==> src/rtl/ccrq_pkg.sv <==
// ----------------------------------------------------------------------------
// ccrq_pkg: shared types and constants
// Register map, reset values, configuration bundle and the queue item that
// passes from the pick logic to the quantizer.
// ----------------------------------------------------------------------------
`default_nettype none

package ccrq_pkg;

  // field widths
  localparam int DIM_W       = 12;
  localparam int GAIN_W      = 24;
  localparam int BIAS_W      = 32;
  localparam int PIX_W       = 8;
  localparam int CHANNELS    = 3;
  localparam int CFG_DATA_W  = 32;
  localparam int CFG_INDEX_W = 3;

  // register indexes
  localparam logic [CFG_INDEX_W-1:0] REG_FRAME_WIDTH  = 3'd0;
  localparam logic [CFG_INDEX_W-1:0] REG_FRAME_HEIGHT = 3'd1;
  localparam logic [CFG_INDEX_W-1:0] REG_OUT_WIDTH    = 3'd2;
  localparam logic [CFG_INDEX_W-1:0] REG_OUT_HEIGHT   = 3'd3;
  localparam logic [CFG_INDEX_W-1:0] REG_QUANT_GAIN   = 3'd4;
  localparam logic [CFG_INDEX_W-1:0] REG_QUANT_BIAS   = 3'd5;

  // reset values
  localparam logic [DIM_W-1:0]  RESET_FRAME_WIDTH  = 12'd320;
  localparam logic [DIM_W-1:0]  RESET_FRAME_HEIGHT = 12'd240;
  localparam logic [DIM_W-1:0]  RESET_OUT_WIDTH    = 12'd96;
  localparam logic [DIM_W-1:0]  RESET_OUT_HEIGHT   = 12'd96;
  localparam logic [GAIN_W-1:0] RESET_QUANT_GAIN   = 24'd65536;
  localparam logic [BIAS_W-1:0] RESET_QUANT_BIAS   = 32'd0;

  // saturation limits of the int8 result
  localparam int QUANT_MIN = -128;
  localparam int QUANT_MAX = 127;

  typedef struct packed {
    logic [DIM_W-1:0]  frame_width;
    logic [DIM_W-1:0]  frame_height;
    logic [DIM_W-1:0]  out_width;
    logic [DIM_W-1:0]  out_height;
    logic [GAIN_W-1:0] quant_gain;
    logic [BIAS_W-1:0] quant_bias;
  } cfg_t;

  typedef struct packed {
    logic             bad_size;
    logic             end_of_frame;
    logic             end_of_row;
    logic [PIX_W-1:0] blue;
    logic [PIX_W-1:0] green;
    logic [PIX_W-1:0] red;
  } item_t;

endpackage

`default_nettype wire

==> src/rtl/ccrq_front.sv <==
// ----------------------------------------------------------------------------
// ccrq_front: crop and pick logic
// Tracks the source position, decides per pixel whether it is picked for the
// downscaled square and pushes picked pixels (or a bad-size flag) to the queue.
// ----------------------------------------------------------------------------
`default_nettype none

module ccrq_front #(
  parameter int MAX_DIM = 2048
) (
  input  wire logic                       clk,
  input  wire logic                       rst,
  input  wire ccrq_pkg::cfg_t             cfg,
  input  wire logic                       hold,
  input  wire logic                       pix_valid,
  output logic                            pix_ready,
  input  wire logic                       start_of_frame,
  input  wire logic [ccrq_pkg::PIX_W-1:0] red,
  input  wire logic [ccrq_pkg::PIX_W-1:0] green,
  input  wire logic [ccrq_pkg::PIX_W-1:0] blue,
  input  wire logic                       q_ready,
  output logic                            q_push,
  output ccrq_pkg::item_t                 q_item
);

  localparam int CW = $clog2(MAX_DIM + 1);
  localparam int PW = 2 * CW;
  localparam int XW = (CW > ccrq_pkg::DIM_W) ? CW : ccrq_pkg::DIM_W;
  localparam logic [XW-1:0] MAX_X = XW'(MAX_DIM);

  function automatic logic dim_ok(input logic [XW-1:0] d);
    return (d != '0) && (d <= MAX_X);
  endfunction

  // size checks and crop geometry, widened so oversize values compare right
  logic [XW-1:0] fw_x, fh_x, ow_x, oh_x, side_x;
  logic          bad_x;

  always_comb begin
    fw_x   = XW'(cfg.frame_width);
    fh_x   = XW'(cfg.frame_height);
    ow_x   = XW'(cfg.out_width);
    oh_x   = XW'(cfg.out_height);
    side_x = (fw_x < fh_x) ? fw_x : fh_x;
    bad_x  = !dim_ok(fw_x) || !dim_ok(fh_x) || !dim_ok(ow_x) || !dim_ok(oh_x) ||
             (ow_x > side_x) || (oh_x > side_x);
  end

  // geometry registers, refreshed every cycle from the config
  logic [CW-1:0] d_fw, d_fh, d_ow, d_oh, d_side, d_x0, d_x0_end, d_y0, d_y0_end;
  logic          d_bad;
  logic [CW-1:0] fw_c, fh_c, side_c, x0_c, y0_c;

  always_comb begin
    fw_c   = fw_x[CW-1:0];
    fh_c   = fh_x[CW-1:0];
    side_c = side_x[CW-1:0];
    x0_c   = (fw_c - side_c) >> 1;
    y0_c   = (fh_c - side_c) >> 1;
  end

  always_ff @(posedge clk) begin
    d_fw     <= fw_c;
    d_fh     <= fh_c;
    d_ow     <= ow_x[CW-1:0];
    d_oh     <= oh_x[CW-1:0];
    d_side   <= side_c;
    d_x0     <= x0_c;
    d_x0_end <= x0_c + side_c;
    d_y0     <= y0_c;
    d_y0_end <= y0_c + side_c;
    d_bad    <= bad_x;
  end

  // position counters
  logic [CW-1:0] source_column, source_row, output_column, output_row;
  logic [PW-1:0] column_product, row_product;
  logic          row_is_picked;
  logic [CW-1:0] source_column_next, source_row_next, output_column_next, output_row_next;
  logic [PW-1:0] column_product_next, row_product_next;
  logic          row_is_picked_next;

  // counters as seen by this pixel: a frame start clears them first
  logic [CW-1:0] e_sc, e_sr, e_oc, e_or;
  logic [PW-1:0] e_cp, e_rp;
  logic          e_rip;

  logic          accept;
  logic [CW-1:0] row_rel, col_rel, oc_inc;
  logic [PW-1:0] row_lim, col_lim;
  logic [CW:0]   or_inc;
  logic          row_in, row_pick, col_in, hit, eor, eof, end_col, end_frame;

  assign pix_ready = q_ready && !hold;
  assign accept    = pix_valid && pix_ready;

  always_comb begin
    e_sc  = start_of_frame ? '0 : source_column;
    e_sr  = start_of_frame ? '0 : source_row;
    e_oc  = start_of_frame ? '0 : output_column;
    e_or  = start_of_frame ? '0 : output_row;
    e_cp  = start_of_frame ? '0 : column_product;
    e_rp  = start_of_frame ? '0 : row_product;
    e_rip = start_of_frame ? 1'b0 : row_is_picked;

    // row pick, decided at the first column of each source row
    row_rel  = e_sr - d_y0 + 1'b1;
    row_lim  = PW'(row_rel) * PW'(d_oh);
    row_in   = (e_sr >= d_y0) && (e_sr < d_y0_end) && (e_or < d_oh);
    row_pick = (e_sc == '0) ? (row_in && (e_rp < row_lim)) : e_rip;

    // column pick
    col_rel = e_sc - d_x0 + 1'b1;
    col_lim = PW'(col_rel) * PW'(d_ow);
    col_in  = row_pick && (e_sc >= d_x0) && (e_sc < d_x0_end) && (e_oc < d_ow);
    hit     = col_in && (e_cp < col_lim);

    // row and frame end marks of the output
    oc_inc = e_oc + 1'b1;
    or_inc = {1'b0, e_or} + 1'b1;
    eor    = oc_inc >= d_ow;
    eof    = eor && (or_inc >= {1'b0, d_oh});

    end_col   = (e_sc + 1'b1) >= d_fw;
    end_frame = (e_sr + 1'b1) >= d_fh;
  end

  // counter update
  always_comb begin
    source_column_next  = source_column;
    source_row_next     = source_row;
    output_column_next  = output_column;
    output_row_next     = output_row;
    column_product_next = column_product;
    row_product_next    = row_product;
    row_is_picked_next  = row_is_picked;
    if (accept) begin
      priority if (d_bad) begin
        source_column_next  = '0;
        source_row_next     = '0;
        output_column_next  = '0;
        output_row_next     = '0;
        column_product_next = '0;
        row_product_next    = '0;
        row_is_picked_next  = 1'b0;
      end else if (end_col) begin
        source_column_next  = '0;
        output_column_next  = '0;
        column_product_next = '0;
        row_is_picked_next  = 1'b0;
        if (end_frame) begin
          source_row_next  = '0;
          output_row_next  = '0;
          row_product_next = '0;
        end else begin
          source_row_next  = e_sr + 1'b1;
          output_row_next  = row_pick ? or_inc[CW-1:0] : e_or;
          row_product_next = row_pick ? (e_rp + PW'(d_side)) : e_rp;
        end
      end else begin
        source_column_next  = e_sc + 1'b1;
        source_row_next     = e_sr;
        output_column_next  = hit ? oc_inc : e_oc;
        column_product_next = hit ? (e_cp + PW'(d_side)) : e_cp;
        output_row_next     = e_or;
        row_product_next    = e_rp;
        row_is_picked_next  = row_pick;
      end
    end
  end

  always_ff @(posedge clk) begin
    if (rst) begin
      source_column  <= '0;
      source_row     <= '0;
      output_column  <= '0;
      output_row     <= '0;
      column_product <= '0;
      row_product    <= '0;
      row_is_picked  <= 1'b0;
    end else begin
      source_column  <= source_column_next;
      source_row     <= source_row_next;
      output_column  <= output_column_next;
      output_row     <= output_row_next;
      column_product <= column_product_next;
      row_product    <= row_product_next;
      row_is_picked  <= row_is_picked_next;
    end
  end

  // queue item
  always_comb begin
    q_push = accept && (d_bad ? start_of_frame : hit);
    q_item = '0;
    if (d_bad) begin
      q_item.bad_size = 1'b1;
    end else begin
      q_item.red          = red;
      q_item.green        = green;
      q_item.blue         = blue;
      q_item.end_of_row   = eor;
      q_item.end_of_frame = eof;
    end
  end

endmodule

`default_nettype wire

==> src/rtl/ccrq_fifo.sv <==
// ----------------------------------------------------------------------------
// ccrq_fifo: short queue
// Flop-based first-in first-out buffer between the pick logic and the
// quantizer, so either side can stall on its own.
// ----------------------------------------------------------------------------
`default_nettype none

module ccrq_fifo #(
  parameter int WIDTH = 27,
  parameter int DEPTH = 4
) (
  input  wire logic             clk,
  input  wire logic             rst,
  input  wire logic             push,
  input  wire logic [WIDTH-1:0] din,
  output logic                  in_ready,
  input  wire logic             pop,
  output logic [WIDTH-1:0]      dout,
  output logic                  out_valid
);

  localparam int AW = $clog2(DEPTH);
  localparam int NW = $clog2(DEPTH + 1);
  localparam logic [AW-1:0] LAST = AW'(DEPTH - 1);
  localparam logic [NW-1:0] FULL = NW'(DEPTH);

  logic [WIDTH-1:0] slots [DEPTH];
  logic [AW-1:0]    wr_ptr, rd_ptr;
  logic [NW-1:0]    count;
  logic             do_push, do_pop;

  assign in_ready  = count != FULL;
  assign out_valid = count != '0;
  assign dout      = slots[rd_ptr];
  assign do_push   = push && in_ready;
  assign do_pop    = pop && out_valid;

  // storage
  always_ff @(posedge clk) begin
    if (do_push) begin
      slots[wr_ptr] <= din;
    end
  end

  // pointers and fill count
  always_ff @(posedge clk) begin
    if (rst) begin
      wr_ptr <= '0;
      rd_ptr <= '0;
      count  <= '0;
    end else begin
      if (do_push) begin
        wr_ptr <= (wr_ptr == LAST) ? '0 : wr_ptr + 1'b1;
      end
      if (do_pop) begin
        rd_ptr <= (rd_ptr == LAST) ? '0 : rd_ptr + 1'b1;
      end
      unique case ({do_push, do_pop})
        2'b10:   count <= count + 1'b1;
        2'b01:   count <= count - 1'b1;
        default: count <= count;
      endcase
    end
  end

endmodule

`default_nettype wire

==> src/rtl/ccrq_quant.sv <==
// ----------------------------------------------------------------------------
// ccrq_quant: int8 quantizer
// Three-stage pipeline: channel times gain, plus bias, then round half away
// from zero and saturate to int8, or zero for a bad-size item. Ends in the output register.
// ----------------------------------------------------------------------------
`default_nettype none

module ccrq_quant (
  input  wire logic                        clk,
  input  wire logic                        rst,
  input  wire logic [ccrq_pkg::GAIN_W-1:0] quant_gain,
  input  wire logic [ccrq_pkg::BIAS_W-1:0] quant_bias,
  input  wire logic                        q_valid,
  output logic                             q_pop,
  input  wire ccrq_pkg::item_t             q_item,
  output logic                             out_valid,
  input  wire logic                        out_ready,
  output logic [ccrq_pkg::PIX_W-1:0]       quant_red,
  output logic [ccrq_pkg::PIX_W-1:0]       quant_green,
  output logic [ccrq_pkg::PIX_W-1:0]       quant_blue,
  output logic                             end_of_row,
  output logic                             end_of_frame,
  output logic                             bad_size
);

  localparam int NCH  = ccrq_pkg::CHANNELS;
  localparam int PRW  = ccrq_pkg::PIX_W + ccrq_pkg::GAIN_W;
  localparam int VW   = PRW + 2;
  localparam int QW   = VW - 16;
  localparam logic signed [QW-1:0] Q_MIN = QW'(ccrq_pkg::QUANT_MIN);
  localparam logic signed [QW-1:0] Q_MAX = QW'(ccrq_pkg::QUANT_MAX);

  // round half away from zero in Q18.16, then clamp to int8
  function automatic logic [ccrq_pkg::PIX_W-1:0] round_sat(input logic signed [VW-1:0] v);
    logic signed [VW-1:0] r;
    logic signed [QW-1:0] q;
    logic [ccrq_pkg::PIX_W-1:0] res;
    r = v + (v[VW-1] ? VW'(32767) : VW'(32768));
    q = r[VW-1:16];
    if (q < Q_MIN) begin
      res = Q_MIN[ccrq_pkg::PIX_W-1:0];
    end else if (q > Q_MAX) begin
      res = Q_MAX[ccrq_pkg::PIX_W-1:0];
    end else begin
      res = q[ccrq_pkg::PIX_W-1:0];
    end
    return res;
  endfunction

  logic [ccrq_pkg::PIX_W-1:0] pix [NCH];
  assign pix[0] = q_item.red;
  assign pix[1] = q_item.green;
  assign pix[2] = q_item.blue;

  // stage registers
  logic                        s1_valid, s2_valid;
  logic [PRW-1:0]              s1_prod [NCH];
  logic signed [VW-1:0]        s2_sum  [NCH];
  logic [ccrq_pkg::PIX_W-1:0]  o_q     [NCH];
  logic [2:0]                  s1_flags, s2_flags, o_flags;
  logic                        en1, en2, en_out;

  // stall chain from the output back to the queue
  assign en_out = !out_valid || out_ready;
  assign en2    = !s2_valid || en_out;
  assign en1    = !s1_valid || en2;
  assign q_pop  = q_valid && en1;

  always_ff @(posedge clk) begin
    if (rst) begin
      s1_valid  <= 1'b0;
      s2_valid  <= 1'b0;
      out_valid <= 1'b0;
    end else begin
      if (en1) begin
        s1_valid <= q_valid;
      end
      if (en2) begin
        s2_valid <= s1_valid;
      end
      if (en_out) begin
        out_valid <= s2_valid;
      end
    end
  end

  // multiply, add bias, round and saturate
  always_ff @(posedge clk) begin
    if (en1) begin
      for (int c = 0; c < NCH; c++) begin
        s1_prod[c] <= PRW'(pix[c]) * PRW'(quant_gain);
      end
      s1_flags <= {q_item.bad_size, q_item.end_of_frame, q_item.end_of_row};
    end
    if (en2) begin
      for (int c = 0; c < NCH; c++) begin
        s2_sum[c] <= $signed({2'b00, s1_prod[c]}) +
                     $signed({{(VW - ccrq_pkg::BIAS_W){quant_bias[ccrq_pkg::BIAS_W-1]}},
                              quant_bias});
      end
      s2_flags <= s1_flags;
    end
    if (en_out) begin
      for (int c = 0; c < NCH; c++) begin
        o_q[c] <= s2_flags[2] ? '0 : round_sat(s2_sum[c]);
      end
      o_flags <= s2_flags;
    end
  end

  assign quant_red    = o_q[0];
  assign quant_green  = o_q[1];
  assign quant_blue   = o_q[2];
  assign end_of_row   = o_flags[0];
  assign end_of_frame = o_flags[1];
  assign bad_size     = o_flags[2];

endmodule

`default_nettype wire

==> src/rtl/center_crop_resize_quantize.sv <==
// ----------------------------------------------------------------------------
// center_crop_resize_quantize: crop, downscale and int8 quantizer
// Center-crops an RGB raster stream to a square, picks pixels by
// nearest-neighbor downscaling and quantizes each channel to int8.
// ----------------------------------------------------------------------------
// Takes one source pixel per clock in raster order and emits the picked
// pixels as three saturated int8 values, round(channel*gain + bias) with
// Q8.16 gain and Q16.16 bias. The pick decision for a pixel is made in the
// cycle it is accepted, by the counter and compare loop of the front end, so
// the sustained input rate is one pixel per clock. An accepted pixel is
// written into the queue, passes through the quantizer stages s1 and s2
// into the output register and transfers once the output is ready.
// The input pauses in the cycle after every configuration write, while the
// crop geometry registers reload, and whenever the queue (QUEUE_DEPTH
// entries) fills under output back-pressure. A configuration that is out of
// range or asks for upscaling holds all counters at zero and answers each
// start-of-frame pixel with a bad-size result.
// ----------------------------------------------------------------------------
`default_nettype none

module center_crop_resize_quantize #(
  parameter int MAX_DIM     = 2048,
  parameter int QUEUE_DEPTH = 4
) (
  input  wire logic                             clk,
  input  wire logic                             rst,
  // source pixels
  input  wire logic                             s_tvalid,
  output logic                                  s_tready,
  input  wire logic [23:0]                      s_tdata,   // red, green, blue
  input  wire logic [0:0]                       s_tuser,   // start_of_frame
  // quantized pixels
  output logic                                  m_tvalid,
  input  wire logic                             m_tready,
  output logic [23:0]                           m_tdata,   // quant_red, quant_green, quant_blue
  output logic                                  m_tlast,   // end_of_row
  output logic [1:0]                            m_tuser,   // end_of_frame, bad_size
  // configuration writes
  input  wire logic                             cfg_write,
  input  wire logic [ccrq_pkg::CFG_INDEX_W-1:0] cfg_index,
  input  wire logic [ccrq_pkg::CFG_DATA_W-1:0]  cfg_data
);

  localparam int ITEM_W = $bits(ccrq_pkg::item_t);

  ccrq_pkg::cfg_t  cfg;
  logic            cfg_settle;
  logic            q_push, q_ready, q_valid, q_pop;
  ccrq_pkg::item_t q_in, q_out;
  logic [ITEM_W-1:0] q_out_bits;

  // configuration registers
  always_ff @(posedge clk) begin
    if (rst) begin
      cfg.frame_width  <= ccrq_pkg::RESET_FRAME_WIDTH;
      cfg.frame_height <= ccrq_pkg::RESET_FRAME_HEIGHT;
      cfg.out_width    <= ccrq_pkg::RESET_OUT_WIDTH;
      cfg.out_height   <= ccrq_pkg::RESET_OUT_HEIGHT;
      cfg.quant_gain   <= ccrq_pkg::RESET_QUANT_GAIN;
      cfg.quant_bias   <= ccrq_pkg::RESET_QUANT_BIAS;
    end else if (cfg_write) begin
      unique case (cfg_index)
        ccrq_pkg::REG_FRAME_WIDTH:  cfg.frame_width  <= cfg_data[ccrq_pkg::DIM_W-1:0];
        ccrq_pkg::REG_FRAME_HEIGHT: cfg.frame_height <= cfg_data[ccrq_pkg::DIM_W-1:0];
        ccrq_pkg::REG_OUT_WIDTH:    cfg.out_width    <= cfg_data[ccrq_pkg::DIM_W-1:0];
        ccrq_pkg::REG_OUT_HEIGHT:   cfg.out_height   <= cfg_data[ccrq_pkg::DIM_W-1:0];
        ccrq_pkg::REG_QUANT_GAIN:   cfg.quant_gain   <= cfg_data[ccrq_pkg::GAIN_W-1:0];
        ccrq_pkg::REG_QUANT_BIAS:   cfg.quant_bias   <= cfg_data[ccrq_pkg::BIAS_W-1:0];
        default: begin
        end
      endcase
    end
  end

  // hold the input in the cycle after a write, while geometry reloads
  always_ff @(posedge clk) begin
    if (rst) begin
      cfg_settle <= 1'b1;
    end else begin
      cfg_settle <= cfg_write;
    end
  end

  ccrq_front #(
    .MAX_DIM(MAX_DIM)
  ) u_front (
    .clk            (clk),
    .rst            (rst),
    .cfg            (cfg),
    .hold           (cfg_settle),
    .pix_valid      (s_tvalid),
    .pix_ready      (s_tready),
    .start_of_frame (s_tuser[0]),
    .red            (s_tdata[7:0]),
    .green          (s_tdata[15:8]),
    .blue           (s_tdata[23:16]),
    .q_ready        (q_ready),
    .q_push         (q_push),
    .q_item         (q_in)
  );

  ccrq_fifo #(
    .WIDTH(ITEM_W),
    .DEPTH(QUEUE_DEPTH)
  ) u_fifo (
    .clk       (clk),
    .rst       (rst),
    .push      (q_push),
    .din       (q_in),
    .in_ready  (q_ready),
    .pop       (q_pop),
    .dout      (q_out_bits),
    .out_valid (q_valid)
  );

  assign q_out = q_out_bits;

  ccrq_quant u_quant (
    .clk          (clk),
    .rst          (rst),
    .quant_gain   (cfg.quant_gain),
    .quant_bias   (cfg.quant_bias),
    .q_valid      (q_valid),
    .q_pop        (q_pop),
    .q_item       (q_out),
    .out_valid    (m_tvalid),
    .out_ready    (m_tready),
    .quant_red    (m_tdata[7:0]),
    .quant_green  (m_tdata[15:8]),
    .quant_blue   (m_tdata[23:16]),
    .end_of_row   (m_tlast),
    .end_of_frame (m_tuser[0]),
    .bad_size     (m_tuser[1])
  );

  // a bad-size result carries nothing else
  a_bad_size_clean: assert property (@(posedge clk) disable iff (rst)
    m_tvalid && m_tuser[1] |-> (m_tdata == '0) && !m_tlast && !m_tuser[0])
    else $error("bad-size result with nonzero payload");

  // the last pixel of a frame also ends its row
  a_eof_is_eor: assert property (@(posedge clk) disable iff (rst)
    m_tvalid && m_tuser[0] |-> m_tlast)
    else $error("end of frame without end of row");

  // no pixel transfer right after a configuration write
  a_cfg_settle: assert property (@(posedge clk) disable iff (rst)
    cfg_write |=> !s_tready)
    else $error("pixel accepted while geometry reloads");

  // the pick logic never pushes into a full queue
  a_no_overflow: assert property (@(posedge clk) disable iff (rst)
    q_push |-> q_ready)
    else $error("queue overflow");

endmodule

`default_nettype wire
==> config.mk <==
export PLATFORM = sky130hd
export DESIGN_NAME = center_crop_resize_quantize
export DESIGN_NICKNAME = d
export VERILOG_FILES = /design/src/rtl/ccrq_pkg.sv /design/src/rtl/ccrq_front.sv /design/src/rtl/ccrq_fifo.sv /design/src/rtl/ccrq_quant.sv /design/src/rtl/center_crop_resize_quantize.sv
export SDC_FILE = /design/constraint.sdc
export NUM_CORES = 2
export LEC_CHECK = 0
export BUFFER_PORTS_ARGS = -buffer_cell sky130_fd_sc_hd__buf_2
export CAP_MARGIN = 20
export CORE_AREA = 2 2 349 351
export DETAILED_ROUTE_END_ITERATION = 12
export DIE_AREA = 0 0 351 353
export PLACE_DENSITY = 0.71
export SYNTH_ARGS = -nofsm -noshare
export SYNTH_HDL_FRONTEND = slang
export SYNTH_HIERARCHICAL = 1
export SYNTH_SLANG_ARGS = --single-unit
==> constraint.sdc <==
create_clock -name clk -period 25.1 [get_ports clk]
set_input_delay 6.275 -clock clk [delete_from_list [all_inputs] [get_ports clk]]
set_output_delay 6.275 -clock clk [all_outputs]
set_load 0.01 [all_outputs]
* Yosys cells after proc, flatten, opt, wreduce, memory -nomap -nowiden
Memory sizes are Yosys's and may differ from the RTL's. A register that Yosys moved wholly into a read port is not among the register bits.
Cells that the tools add are included.
** Cells by class
- $add $sub $neg :: 24
- Multiply operators :: 5
- Order comparisons :: 25
- Equal/unequal tests :: 10
- Muxes and demuxes :: 61
- Reduce and logical (&&, ||, !) cells :: 48
** Operators by type and width (number)
- 24-bit 2-to-1 mux :: 9
- 12-bit 2-to-1 mux :: 17
- 33-bit by 32-bit adder with 34-bit output :: 3
- 34-bit adder :: 3
- 8-bit by 24-bit multiplier with 32-bit output :: 3
- 8-bit 2-to-1 mux :: 12
- 12-bit by 1-bit adder with 12-bit output, second input constant :: 5
- 12-bit less-than comparator :: 5
- 18-bit by 8-bit greater-than comparator with 1-bit output, second input constant :: 3
- 18-bit by 8-bit less-than comparator with 1-bit output, second input constant :: 3
- 24-bit by 12-bit adder with 24-bit output :: 2
- 12-bit less-or-equal comparator, second input constant :: 4
- 24-bit less-than comparator :: 2
- 12-bit by 12-bit multiplier with 24-bit output :: 2
- 16-bit 2-to-1 mux :: 3
- 12-bit nonzero test :: 4
- 12-bit >= comparator :: 3
- 26-bit 2-to-1 mux :: 1
- 11-bit by 12-bit adder with 12-bit output :: 2
- 12-bit by 11-bit >= comparator with 1-bit output :: 2
- 12-bit greater-than comparator :: 2
- 12-bit by 11-bit subtractor with 12-bit output :: 2
- 12-bit subtractor :: 2
- 1-bit logical AND :: 18
- 21 further kinds :: 61
** Storage, ports and cells
- Register bits :: 328
- RAM bits :: 330
- Bits of input ports :: 65
- Output and inout port bits :: 29
- Memories kept :: 4
** Memories
- u_fifo.slots :: depth 4, width 27, read ports 1, clocked after Yosys merged registers in 1, write ports 1, RTL line ccrq_fifo.sv:27 : logic [WIDTH-1:0] slots [DEPTH];
- u_quant.s2_sum :: depth 3, width 34, read ports 3, clocked after Yosys merged registers in 0, write ports 3, RTL line ccrq_quant.sv:58 : logic signed [VW-1:0] s2_sum [NCH];
- u_quant.s1_prod :: depth 3, width 32, read ports 3, clocked after Yosys merged registers in 0, write ports 3, RTL line ccrq_quant.sv:57 : logic [PRW-1:0] s1_prod [NCH];
- u_quant.o_q :: depth 3, width 8, read ports 3, clocked after Yosys merged registers in 0, write ports 3, RTL line ccrq_quant.sv:59 : logic [ccrq_pkg::PIX_W-1:0] o_q [NCH];

* Longest topological paths before layout
- Word-level depth :: 16
- Gate-level depth with buffers :: 58
- Depth with buffers taken out :: 50

* Hierarchy
The synthesis kept the hierarchy.
** By module, submodules not included
- ccrq_quant :: instances 1, cells an instance 3228, area each 31388.9 µm², seq. area each 6996.7 µm²
- ccrq_front :: instances 1, cells an instance 3058, area each 25578.3 µm², seq. area each 4083.9 µm²
- ccrq_fifo :: instances 1, cells an instance 193, area each 4390.5 µm², seq. area each 3423.3 µm²
- center_crop_resize_quantize :: instances 1, cells an instance 391, area each 4234.1 µm², seq. area each 2102.0 µm²

* Worst setup path before layout
OpenSTA, ideal clock, no wires.
- Path kind :: input to register
- Start :: input s_tuser
- End :: register u_fifo.count[2]
- Setup time :: 0.070 ns
- Arrival :: 18.264 ns
- Required time :: 25.030 ns
- Slack :: 6.766 ns
- Cell stages on the path :: 54
- Path buffers :: 10
- Cells stage by stage :: clkbuf_1 clkbuf_1 clkbuf_1 clkbuf_1 clkbuf_1 clkbuf_1 clkbuf_1 nor2b_1 fa_1 a21o_1 a21oi_1 o21bai_1 a21oi_1 o21bai_1 a21oi_1 xor2_1 clkbuf_1 nand2_1 [... 18 more ...] or4b_1 a221oi_1 o211ai_1 nor3_2 nand4_1 o31ai_4 nand3_2 buf_2 buf_1 o21ai_0 and2_1 nand2_2 ha_1 inv_1 fa_1 xor2_1 or3_2 a21oi_1
** Between the ends
- Word-level cells in the longest chain between the ends :: 16
- Elaborated cells between the ends (all ways) :: 37
** Ends and longest elaborated chain
- from (decl) :: RTL line center_crop_resize_quantize.sv:31 : input wire logic [0:0] s_tuser,
- 12-bit 2-to-1 mux :: RTL line ccrq_front.sv:99 : e_sr = start_of_frame ? '0 : source_row;
- 12-bit by 11-bit subtractor with 12-bit output :: RTL line ccrq_front.sv:107 : row_rel = e_sr - d_y0 + 1'b1;
- 12-bit by 1-bit adder with 12-bit output :: RTL line ccrq_front.sv:107
- 12-bit by 12-bit multiplier with 24-bit output :: RTL line ccrq_front.sv:108 : row_lim = PW'(row_rel) * PW'(d_oh);
- 24-bit less-than comparator :: RTL line ccrq_front.sv:110 : row_pick = (e_sc == '0) ? (row_in && (e_rp < row_lim)) : e_rip;
- 1-bit logical AND :: RTL line ccrq_front.sv:110
- 1-bit 2-to-1 mux :: RTL line ccrq_front.sv:110
- 1-bit logical AND (3 in a row) :: RTL line ccrq_front.sv:115 : col_in = row_pick && (e_sc >= d_x0) && (e_sc < d_x0_end) && (e_oc < d_ow);
- 1-bit logical AND :: RTL line ccrq_front.sv:116 : hit = col_in && (e_cp < col_lim);
- 1-bit 2-to-1 mux (*) :: RTL line ccrq_front.sv:194 : q_push = accept && (d_bad ? start_of_frame : hit);
- 1-bit logical AND (*) :: RTL line ccrq_front.sv:194
- named net q_push :: RTL line center_crop_resize_quantize.sv:48 : logic q_push, q_ready, q_valid, q_pop;
- 1-bit logical AND (*) :: RTL line ccrq_fifo.sv:35 : assign do_push = push && in_ready;
- 2-bit by 1-bit equality test with 1-bit output / 2-bit equality test (equally long branches) :: RTL line ccrq_fifo.sv:58 : unique case ({do_push, do_pop})
- 3-bit one-hot mux with 2 select lines / 2-bit nonzero test (equally long branches)
- to (signal assigned) :: RTL line ccrq_fifo.sv:59 : 2'b10: count <= count + 1'b1;
- to (signal assigned) :: RTL line ccrq_fifo.sv:60 : 2'b01: count <= count - 1'b1;
- to (signal assigned) :: RTL line ccrq_fifo.sv:61 : default: count <= count;
- to (decl) :: RTL line ccrq_fifo.sv:29 : logic [NW-1:0] count;
Mark *: on every way through the listed nets, which the timed path passes. The rest lies on a longest branch.
A chain may end at the register's enable or synchronous reset.

* Worst setup path in the final report
Ends and elaborated chain as after synthesis.

==> impl_metrics.yaml <==
worst_setup_path:
  crit_fanout: 37
  cp_slowest_cell: "nor3_1"
  cp-start-kind: "primary input"
  reg2reg_to: "u_fifo/count[2]"
  r2r_start: "u_front/source_column[2]"
  critPathRequiredTime_ps: 25680
  slowest_delay_ps: 670
  critical_path_class: "in2reg"
  critPathArrivalTime_ps: 19270
  r2r_cells: 45
  ff2ff_setup_slack_ps: 12430
  crit_path_end_kind: "flop"
  crit_top_cell: "fa_1"
sta:
  report.final.slew_viol_count: 0
  holdWs_ps: 394.4
  fin_skew_ps: 35.31
  rsz0062_at_grt: "no"
  fin_crit_sh_pct: 74.47
  setup_viol_count_final: 0
  tns_ps: 0
  slew_headroom_pct: 24.88
  min_period_ps: 18690
  clock.fmax_mhz: 53.50
  hold_violations: 0
  tightest_slew_ps: 1124
synthesis:
  synth_top_family_by_area: "adder cells"
  yosys.area.top_type: "fa_1"
  syn_inst: 6870
  syn_area_mm2: 0.06559
  yosysWarnings: 6
  yosysSeqAreaShare_pct: 25.32
  synth.most_common_cell: "inv_1"
  avgSynthCellArea_um2: 9.548
  synth-adder-area-share_pct: 32.56
  synth_seq_cells: 660
  synth_nets: 8272
  synth_compound_area_share_pct: 10.21
  synth_cell_types: 107
  synth_top_cells_by_count: "inv_1 (883), ha_1 (722), fa_1 (615)"
  synthMuxAreaShare_pct: 2.997
  synth_xor_area_share_pct: 4.567
  async_flop_share_pct: 0
  synth.area.top_cells: "fa_1 (19%), edfxtp_1 (16%), ha_1 (14%), dfxtp_1 (9.8%), and2_1 (5.3%)"
  synth_simple_gate_area_share_pct: 17.81
  synth_top_area_share_pct: 18.77
  yosys_most_used_dff: "edfxtp_1"
  synth_edf_count: 339
clock_tree:
  cts_tree: "yes"
  clk-insertion-delay-late_ps: 670
  cts_buffer_depth: 3
  holdBufCountCts: 0
  cts_post_setup_buffers_inserted: 0
  htreeDepth: 3
  path_clk_slew_ps: 60
  clock-root-buffer: "clkbuf_16"
  clock_sinks: 660
  cts_buffers: 76
  cts_resized: 0
final_layout:
  drive_above_1_share_pct: 5.490
  area_growth_pct: 7.056
  fill_cells: 10402
  nets: 8261
detailed_routing:
  drt_iter0_markers: 3369
  antenna_left: 0
  finalWirelength_um: 166800
  vias: 48535
  drc: 0
  wl_per_cell_um: 19.51
  vias_per_cell: 5.675
  firstDrtPassIters: 6
power:
  combinationalPowerShare_pct: 44.3
  vdd_drop_max_mv: 0.08790
  cellLeakagePower_nw: 33.95
  cellPowerDensity_mw_per_mm2: 62.03
  p_int_w: 0.002639
  seqPwrFrac_pct: 29.7
  netSwitchingFraction_pct: 39.41
  power.clock.fraction_pct: 26.0
  switching_power_w: 0.001717
floorplanning:
  initial_core_util_pct: 54.39
  die_w_um: 351
  coreArea_mm2: 0.1206
  row_count: 128
  die-height_um: 353
  dieArea_mm2: 0.1239
  pin_count: 94
global_routing:
  grt_pass1_wl_um: 266900
  grt_pass1_vias: 49588
  antenna_found_initial: 12
  grt_max_degree: 111
  globalRouteOverflowTotal: 0
  grt.total_usage_pct: 27.29
placement:
  gp_congestion: 0.9146
  portBuffers: 93
  dpl.hpwl_um: 128500
worst_hold_path:
  hold_end: "u_front/d_oh[0]"
  min_path_type: "reg2reg"
  hold_depth: 0
  hp-start: "cfg[56]"
job:
  drv_cap: 0
outcome:
  status: "finished clean"
==> worst max-delay path by stage <==
stage | startpoint | end | slack (ps) | cells after the start
finish | s_tuser | u_fifo/count[2] | 6410 | 49
floorplan | s_tuser | u_fifo/count[2] | 6770 | 54
CTS | s_tuser | u_fifo/count[2] | 6480 | 49
global placement | s_tuser | u_fifo/count[2] | 6080 | 49
detailed placement | s_tuser | u_fifo/count[2] | 5820 | 49
global route | s_tuser | u_fifo/count[2] | 5300 | 49
==> state kept, by name, indices dropped and copies added, names as in the netlist, 3 cells and up, named ones only <==
| register | flops |
|---|---|
| u_front/d_oh | 12 |
| u_front/d_y0_end | 12 |
| u_front/output_row | 12 |
| u_fifo/slots | 108 |
| u_fifo/count | 3 |
| u_front/d_fh | 12 |
| u_front/row_product | 24 |
| u_front/source_row | 12 |
| u_quant/s2_sum | 102 |
| u_quant/o_flags | 3 |
| u_front/d_x0 | 11 |
| u_front/d_y0 | 11 |
| u_quant/s1_prod | 96 |
| u_front/d_fw | 12 |
| u_front/d_x0_end | 12 |
| u_quant/s1_flags | 3 |
| cfg | 104 |
| u_front/column_product | 24 |
| u_front/d_ow | 12 |
| u_quant/o_q | 24 |
| u_front/d_side | 12 |
| u_quant/s2_flags | 3 |
| u_front/output_column | 12 |
| u_front/source_column | 12 |
==> cells by family (layout without fill, tap and decap cells) <==
family,Yosys count,in the layout
and+or+nand+nor,2213,2213
adders and majority gates,1338,1338
buffers and inverters,1124,1176
AOI/OAI and AO/OA,1031,1031
DFF,660,660
xor gates and xnor gates,342,342
muxes,162,162
other,0,5
==> metal layers <==
metal  track usage, %  wire length (um)
met1            33.90             67640
met2            46.97             81680
met3            3.008              8298
met4            13.69              9207
met5                0                 0
==> power groups by stage <==
stage | combinational (W) | clock, W | sequential [W]
floorplan | 0.00140 | 0 | 0.00129
global placement | 0.00186 | 0 | 0.00131
detailed placement | 0.00191 | 0 | 0.00132
CTS | 0.00193 | 0.00116 | 0.00129
global route | 0.00218 | 0.00120 | 0.00130
finish | 0.00193 | 0.00113 | 0.00129
==> critical path, delay by kind of cell <==
| family | cells | cell delay, ps |
|---|---|---|
| AO/OA/AOI/OAI | 15 | 3250 |
| XOR/XNOR | 2 | 220 |
| adder cells (fa/ha/maj) | 12 | 4500 |
| buffers and inverters | 7 | 1030 |
| AND/OR/NAND/NOR | 13 | 3980 |
==> layout make-up <==
class / instances / area, um^2 / area share (%)
inverters: 883 / 3314 / 4.720
repair buffers: 152 / 920.9 / 1.311
clock buffers: 107 / 2170 / 3.090
diodes: 5 / 12.51 / 0.01782
well taps: 1625 / 2033 / 2.895
flip-flops and latches: 660 / 16610 / 23.65
clock inverters: 34 / 427.9 / 0.6094
multi-input cells: 5086 / 44730 / 63.71
==> placed cells by master, fill, tap and decap left out, drive strengths merged, types with 13 or more instances in the layout <==
master  count
inv       890
ha        722
fa        615
nand2     571
and2      553
edfxtp    339
a21oi     332
dfxtp     321
nor2      289
xnor2     213
nand2b    203
o21ai     200
nor2b     155
buf       150
mux2i     130
xor2      129
a21o      126
nand3     122
clkbuf    109
nor3       70
and3       56
o21a       47
o211ai     39
nand4      38
o21bai     36
or3        31
nor4       30
a211oi     29
mux4       27
a31oi      26
or2        25
a22oi      22
clkinv     22
o31ai      21
a211o      18
or4        18
a21boi     15
a31o       14
a22o       13
==> through the flow <==
step                      area (um^2)  instances  setup WS (ps)  power [W]  utilization [%]
after detailed placement        67550       8399           5823   0.003222            56.02
after floorplan                 65590       6870           6766   0.002689                -
final                           70220       8552           6409   0.004356            58.23
after global placement          67550       8399           6075   0.003174            56.02
after global routing            70210       8550           5304   0.004683            58.22
after CTS                       70150       8540           6480   0.004376            58.17
(Power assumes the default switching activity.)
